File: src/hw/rtl/jfcd_pkg.sv
// shared types, command codes and constants of the flash command decoder
package jfcd_pkg;

    localparam int ADDR_W     = 18;
    localparam int DATA_W     = 8;
    localparam int CMD_ADDR_W = 15;
    localparam int CFG_IDX_W  = 1;

    // command addresses, compared on the low address bits only
    localparam logic [CMD_ADDR_W-1:0] ADDR_A = 15'h5555;
    localparam logic [CMD_ADDR_W-1:0] ADDR_B = 15'h2AAA;

    // command bytes
    localparam logic [DATA_W-1:0] BYTE_UNLOCK1     = 8'hAA;
    localparam logic [DATA_W-1:0] BYTE_UNLOCK2     = 8'h55;
    localparam logic [DATA_W-1:0] BYTE_ID_ENTRY    = 8'h90;
    localparam logic [DATA_W-1:0] BYTE_ID_EXIT     = 8'hF0;
    localparam logic [DATA_W-1:0] BYTE_PROGRAM     = 8'hA0;
    localparam logic [DATA_W-1:0] BYTE_ERASE_SETUP = 8'h80;
    localparam logic [DATA_W-1:0] BYTE_CHIP_ERASE  = 8'h10;
    localparam logic [DATA_W-1:0] BYTE_ERASED      = 8'hFF;

    // configuration registers
    localparam logic [CFG_IDX_W-1:0] CFG_MANUFACTURER_ID = 1'b0;
    localparam logic [CFG_IDX_W-1:0] CFG_DEVICE_ID       = 1'b1;
    localparam logic [DATA_W-1:0]    MANUFACTURER_ID_RST = 8'hBF;
    localparam logic [DATA_W-1:0]    DEVICE_ID_RST       = 8'hB6;

    localparam logic OP_READ  = 1'b0;
    localparam logic OP_WRITE = 1'b1;

    typedef struct packed {
        logic              op;
        logic [ADDR_W-1:0] address;
        logic [DATA_W-1:0] data;
    } in_item_t;

    typedef struct packed {
        logic [DATA_W-1:0] read_data;
        logic              in_id_mode;
    } out_item_t;

    typedef enum logic [2:0] {
        CODE_UNLOCK1,
        CODE_UNLOCK2,
        CODE_ID_ENTRY,
        CODE_ID_EXIT,
        CODE_PROGRAM,
        CODE_ERASE_SETUP,
        CODE_CHIP_ERASE,
        CODE_OTHER
    } code_t;

    // classified request handed from front to back
    typedef struct packed {
        logic              is_write;
        logic              at_a;
        logic              at_b;
        code_t             code;
        logic [ADDR_W-1:0] address;
        logic [DATA_W-1:0] data;
    } cmd_t;

    typedef struct packed {
        logic clearing;
    } back_status_t;

    typedef enum logic [2:0] {
        SEQ_IDLE,
        SEQ_U1,
        SEQ_U2,
        SEQ_PROG,
        SEQ_E80,
        SEQ_E1,
        SEQ_E2
    } seq_t;

    typedef enum logic [1:0] {
        BK_CLEAR,
        BK_RUN,
        BK_READ,
        BK_PROG
    } back_state_t;

    function automatic code_t classify_byte(input logic [DATA_W-1:0] b);
        code_t c;
        unique case (b)
            BYTE_UNLOCK1:     c = CODE_UNLOCK1;
            BYTE_UNLOCK2:     c = CODE_UNLOCK2;
            BYTE_ID_ENTRY:    c = CODE_ID_ENTRY;
            BYTE_ID_EXIT:     c = CODE_ID_EXIT;
            BYTE_PROGRAM:     c = CODE_PROGRAM;
            BYTE_ERASE_SETUP: c = CODE_ERASE_SETUP;
            BYTE_CHIP_ERASE:  c = CODE_CHIP_ERASE;
            default:          c = CODE_OTHER;
        endcase
        return c;
    endfunction

endpackage

File: src/hw/rtl/jfcd_fifo.sv
// two-entry queue
module jfcd_fifo #(
    parameter int WIDTH = 8
) (
    input  logic             clk,
    input  logic             rst_n,
    input  logic             push,
    input  logic [WIDTH-1:0] din,
    input  logic             pop,
    output logic [WIDTH-1:0] dout,
    output logic             full,
    output logic             empty
);

    logic [WIDTH-1:0] data_reg [2];
    logic             wr_ptr_reg;
    logic             wr_ptr_next;
    logic             rd_ptr_reg;
    logic             rd_ptr_next;
    logic [1:0]       count_reg;
    logic [1:0]       count_next;
    logic             do_push;
    logic             do_pop;

    assign full    = (count_reg == 2'd2);
    assign empty   = (count_reg == 2'd0);
    assign do_push = push && !full;
    assign do_pop  = pop && !empty;
    assign dout    = data_reg[rd_ptr_reg];

    always_comb
    begin
        wr_ptr_next = do_push ? !wr_ptr_reg : wr_ptr_reg;
        rd_ptr_next = do_pop ? !rd_ptr_reg : rd_ptr_reg;
        count_next  = count_reg + 2'(do_push) - 2'(do_pop);
    end

    always_ff @(posedge clk or negedge rst_n)
    begin
        if (!rst_n)
        begin
            wr_ptr_reg <= 1'b0;
            rd_ptr_reg <= 1'b0;
            count_reg  <= 2'd0;
        end
        else
        begin
            wr_ptr_reg <= wr_ptr_next;
            rd_ptr_reg <= rd_ptr_next;
            count_reg  <= count_next;
        end
    end

    always_ff @(posedge clk)
    begin
        if (do_push)
        begin
            data_reg[wr_ptr_reg] <= din;
        end
    end

endmodule

File: src/hw/rtl/jfcd_front.sv
// front end: takes requests, decodes command address and byte, queues them
module jfcd_front (
    input  logic                  clk,
    input  logic                  rst_n,
    input  logic                  push,
    input  jfcd_pkg::in_item_t    request,
    output logic                  full,
    input  jfcd_pkg::back_status_t status,
    input  logic                  cmd_ready,
    output logic                  cmd_valid,
    output jfcd_pkg::cmd_t        cmd
);

    jfcd_pkg::cmd_t               classified;
    logic [$bits(jfcd_pkg::cmd_t)-1:0] q_dout;
    logic                         q_full;
    logic                         q_empty;

    always_comb
    begin
        classified.is_write = (request.op == jfcd_pkg::OP_WRITE);
        classified.at_a     = (request.address[jfcd_pkg::CMD_ADDR_W-1:0] == jfcd_pkg::ADDR_A);
        classified.at_b     = (request.address[jfcd_pkg::CMD_ADDR_W-1:0] == jfcd_pkg::ADDR_B);
        classified.code     = jfcd_pkg::classify_byte(request.data);
        classified.address  = request.address;
        classified.data     = request.data;
    end

    // no requests taken while the array is being swept
    assign full = q_full || status.clearing;

    jfcd_fifo #(
        .WIDTH($bits(jfcd_pkg::cmd_t))
    ) u_cmd_q (
        .clk  (clk),
        .rst_n(rst_n),
        .push (push && !full),
        .din  (classified),
        .pop  (cmd_ready),
        .dout (q_dout),
        .full (q_full),
        .empty(q_empty)
    );

    assign cmd_valid = !q_empty;
    assign cmd       = jfcd_pkg::cmd_t'(q_dout);

endmodule

File: config.mk
export PLATFORM = sky130hd
export DESIGN_NAME = jfcd_front
export DESIGN_NICKNAME = d
export VERILOG_FILES = /design/src/hw/rtl/jfcd_pkg.sv /design/src/hw/rtl/jfcd_fifo.sv /design/src/hw/rtl/jfcd_front.sv
export SDC_FILE = /design/constraint.sdc
export NUM_CORES = 1
export LEC_CHECK = 0
export ABC_AREA = 1
export BUFFER_PORTS_ARGS = -buffer_cell sky130_fd_sc_hd__buf_2
export CORE_MARGIN = 3
export CORE_UTILIZATION = 53
export DETAILED_ROUTE_END_ITERATION = 10
export PLACE_DENSITY_LB_ADDON = 0.05
export SLEW_MARGIN = 20
export SYNTH_ARGS = -nofsm -noshare
export SYNTH_HDL_FRONTEND = slang
export SYNTH_HIERARCHICAL = 1
export SYNTH_SLANG_ARGS = --single-unit
File: constraint.sdc
create_clock -name clk -period 3.9 [get_ports clk]
set_input_delay 0.78 -clock clk [delete_from_list [all_inputs] [get_ports clk]]
set_output_delay 0.78 -clock clk [all_outputs]
set_load 0.03 [all_outputs]
==> run summary <==
Power Internal -> 1.577 mW
Post CTS Setup Buffer Count -> 0
type of destination of the critical path -> output port
die area -> 6521 µm²
number of rows in the core area -> 26
post-synthesis register bit count -> 68
grt ovf -> 0
worst-case hold slack -> 0.2434 ns
DP Wirelength -> 3329 µm
number of synthesis warnings -> 6
WP depth -> 4
Period Utilization, post-route -> 0.6935
count of unresolved DRC violations after routing -> 0
vias after detailed routing -> 1938
drt first-iter violations -> 77
sort of element at the start of the critical path -> flop
max-capacitance violation count -> 0
power density over the cells -> 719.5 nW/µm²
cell at the root of the clock tree -> clkbuf_8
fin. max-slew vios -> 0
Crit path arrival time -> 1.92 ns
class of the tightest hold or removal check -> in -> async
Placement Setup Slack -> 1.326 ns
cell depth of the worst flop-to-flop path -> 7
synthesis-to-layout area growth -> 20.07%
final cell count without fillers -> 419
number of nets produced by synthesis -> 307
maximum clock frequency -> 369.7 MHz
Std-Cell Core Area -> 5270 µm²
setup repair after global routing missed its margin -> false
most common cell after layout, fill and taps aside -> nand2_1
global-route wire length before repair -> 8079 µm
Seq pwr share -> 0.385
leading cell types in the layout, fill and taps excluded -> 118 x nand2_1, 65 x buf_2, 64 x edfxtp_1
maximum number of pins on one net before global-route repair -> 34
biggest fanout along the worst timing path -> 25
Finished Cell Area -> 3556 µm²
Slew headroom -> 0.3914
slowest cell on the critical path -> dfrtp_1
count of clock tree sinks -> 68
Data required, critical path -> 3.12 ns
proportion of power drawn by the clock network -> 0.258
Crit Reg-Reg Startpoint -> u_cmd_q/count_reg[0]
leakage power total -> 1.615 nW
number of iterations in the first detailed-routing pass -> 4
cell area reported after detailed placement -> 3326 µm²
combined area of all synthesized cells -> 2962 µm²
H-tree depth -> 3
total design power -> 2.558 mW
count of hold buffers inserted by post-cts repair -> 0
setup clock skew after layout -> 0.005827 ns
Post-Syn Instances -> 273
post-route setup TNS -> 0 ns
startpoint-to-endpoint class of the critical path -> reg -> out
Crit path largest cell delay -> 0.94 ns
switching share of power -> 0.3836
final core area utilization -> 0.6747
number of distinct library cells after synthesis -> 22
antenna violations before repair -> 0
worst reg-to-reg setup slack -> 1.73 ns
Antenna diodes -> 0
flip-flop count of the largest register, all copies and words added -> 64
TritonCTS clock tree -> done
Die Width -> 80.75 µm
GRT Total Usage -> 0.1710
Starting Density -> 0.5620
count of antenna-violating nets left after detailed routing -> 0
Resized cells post-CTS -> 0
layout cell share with drive strength beyond 1 -> 0.3181
chain of cells forming the critical path -> buf_4 -> nand2_1 -> nand2_1 -> buf_2
I/O pin total -> 66
routed via count divided by cell count -> 4.625
post-detailed-route wirelength per cell -> 11.83 µm
clock-pin transition on the worst setup and hold timing paths -> 0.07 ns
share of the yosys chip area belonging to registers -> 0.6827
Clock Path Buffers -> 2
Final WS setup -> 1.195 ns
Avg Inst Size Synth -> 10.85 µm²
clock latency on the worst-skew pair -> 0.33 ns
clock period minus final worst setup slack -> 2.705 ns
final estimated routing congestion in global placement -> 0.7434
count of endpoints failing hold in the final timing report -> 0
power dissipated by switching net loads -> 981.3 µW
Crit path max-delay family -> flip-flops
final setup violation count -> 0
dpl cells -> 403
height of the die -> 80.75 µm
worst IR drop on VDD -> 0.3483 mV
number of buffer cells added on primary ports -> 65
Layout Nets -> 378
combinational power share -> 0.357
pin slew with the least headroom to its limit -> 0.9129 ns
cts bufs inserted -> 9
count of buffer and inverter cells on the critical path -> 2
most frequent CP cell -> nand2_1
outcome -> completed
terminus of the critical flop-to-flop path -> u_cmd_q/data_reg[1][7]
total length of routed wires -> 4956 µm
via count of the first global-routing pass -> 1832
==> how the worst max path moves through the flow <==
stage,slack [ns],startpoint,end
2_1_floorplan,0.71,status,u_cmd_q/data_reg[1][0]
3_3_place_gp,1.36,status,u_cmd_q/data_reg[1][23]
5_1_grt,0.98,u_cmd_q/rd_ptr_reg,cmd[30]
4_1_cts,1.16,u_cmd_q/rd_ptr_reg,cmd[30]
3_5_place_dp,1.33,status,u_cmd_q/data_reg[1][23]
6_report,1.20,u_cmd_q/rd_ptr_reg,cmd[30]
==> synthesized netlist by cell type <==
library cell | number | share of area
nand2_1 | 118 | 0.15
edfxtp_1 | 64 | 0.65
inv_1 | 22 | 0.028
nand2_2 | 18 | 0.038
nor2_1 | 12 | 0.015
dfrtp_1 | 4 | 0.034
inv_2 | 4 | 0.0051
nand4_1 | 4 | 0.0084
buf_4 | 3 | 0.0076
buf_6 | 3 | 0.011
nand3_1 | 3 | 0.0051
nor2_2 | 3 | 0.0063
nor3_1 | 3 | 0.0051
a21oi_1 | 2 | 0.0034
ha_1 | 2 | 0.0084
nor4_1 | 2 | 0.0042
and2_4 | 1 | 0.0030
buf_8 | 1 | 0.0051
inv_8 | 1 | 0.0038
nand2_4 | 1 | 0.0038
nor2_4 | 1 | 0.0038
or2_2 | 1 | 0.0021
==> per-layer routing <==
layer  vias up  GRT usage  part of all wire
met2        49     0.2591              0.46
met1       860     0.2183              0.47
met5         -          0                 0
met3         7    0.05765             0.055
li1       1022          -                 -
met4         0    0.09291             0.015
==> final cells by class <==
type | instances | area [µm²]
sequential | 68 | 2022
fill | 420 | 1714
clock buffer | 10 | 127.6
clock inverter | 6 | 102.6
tap | 70 | 87.58
inverter | 27 | 108.9
multi-input combinational | 171 | 767.0
timing repair buffer | 67 | 340.3
==> worst register-to-register path: cells and delay by family (launching register included) <==
kind                   cells  cell delay [ns]
buffers and inverters      2             0.10
flip-flops                 1             0.35
AND/OR/NAND/NOR            5             1.33
==> power groups by stage <==
| stage | Combinational (mW) | Clock (mW) | Sequential, mW |
|---|---|---|---|
| 2_1_floorplan | 0.753 | 0 | 0.958 |
| 3_3_place_gp | 0.918 | 0 | 1.00 |
| 3_5_place_dp | 0.929 | 0 | 1.00 |
| 4_1_cts | 0.930 | 0.671 | 0.986 |
| 5_1_grt | 1.00 | 0.711 | 1.00 |
| 6_report | 0.914 | 0.660 | 0.985 |
==> logic make-up after synthesis <==
group,count (synthesis),synth area share
compound gates,2,0.003380
fa+ha+maj,2,0.008448
buf+inv,34,0.06083
flops,68,0.6827
simple gates,167,0.2446
No activity file was read; power rests on OpenSTA's default activity.
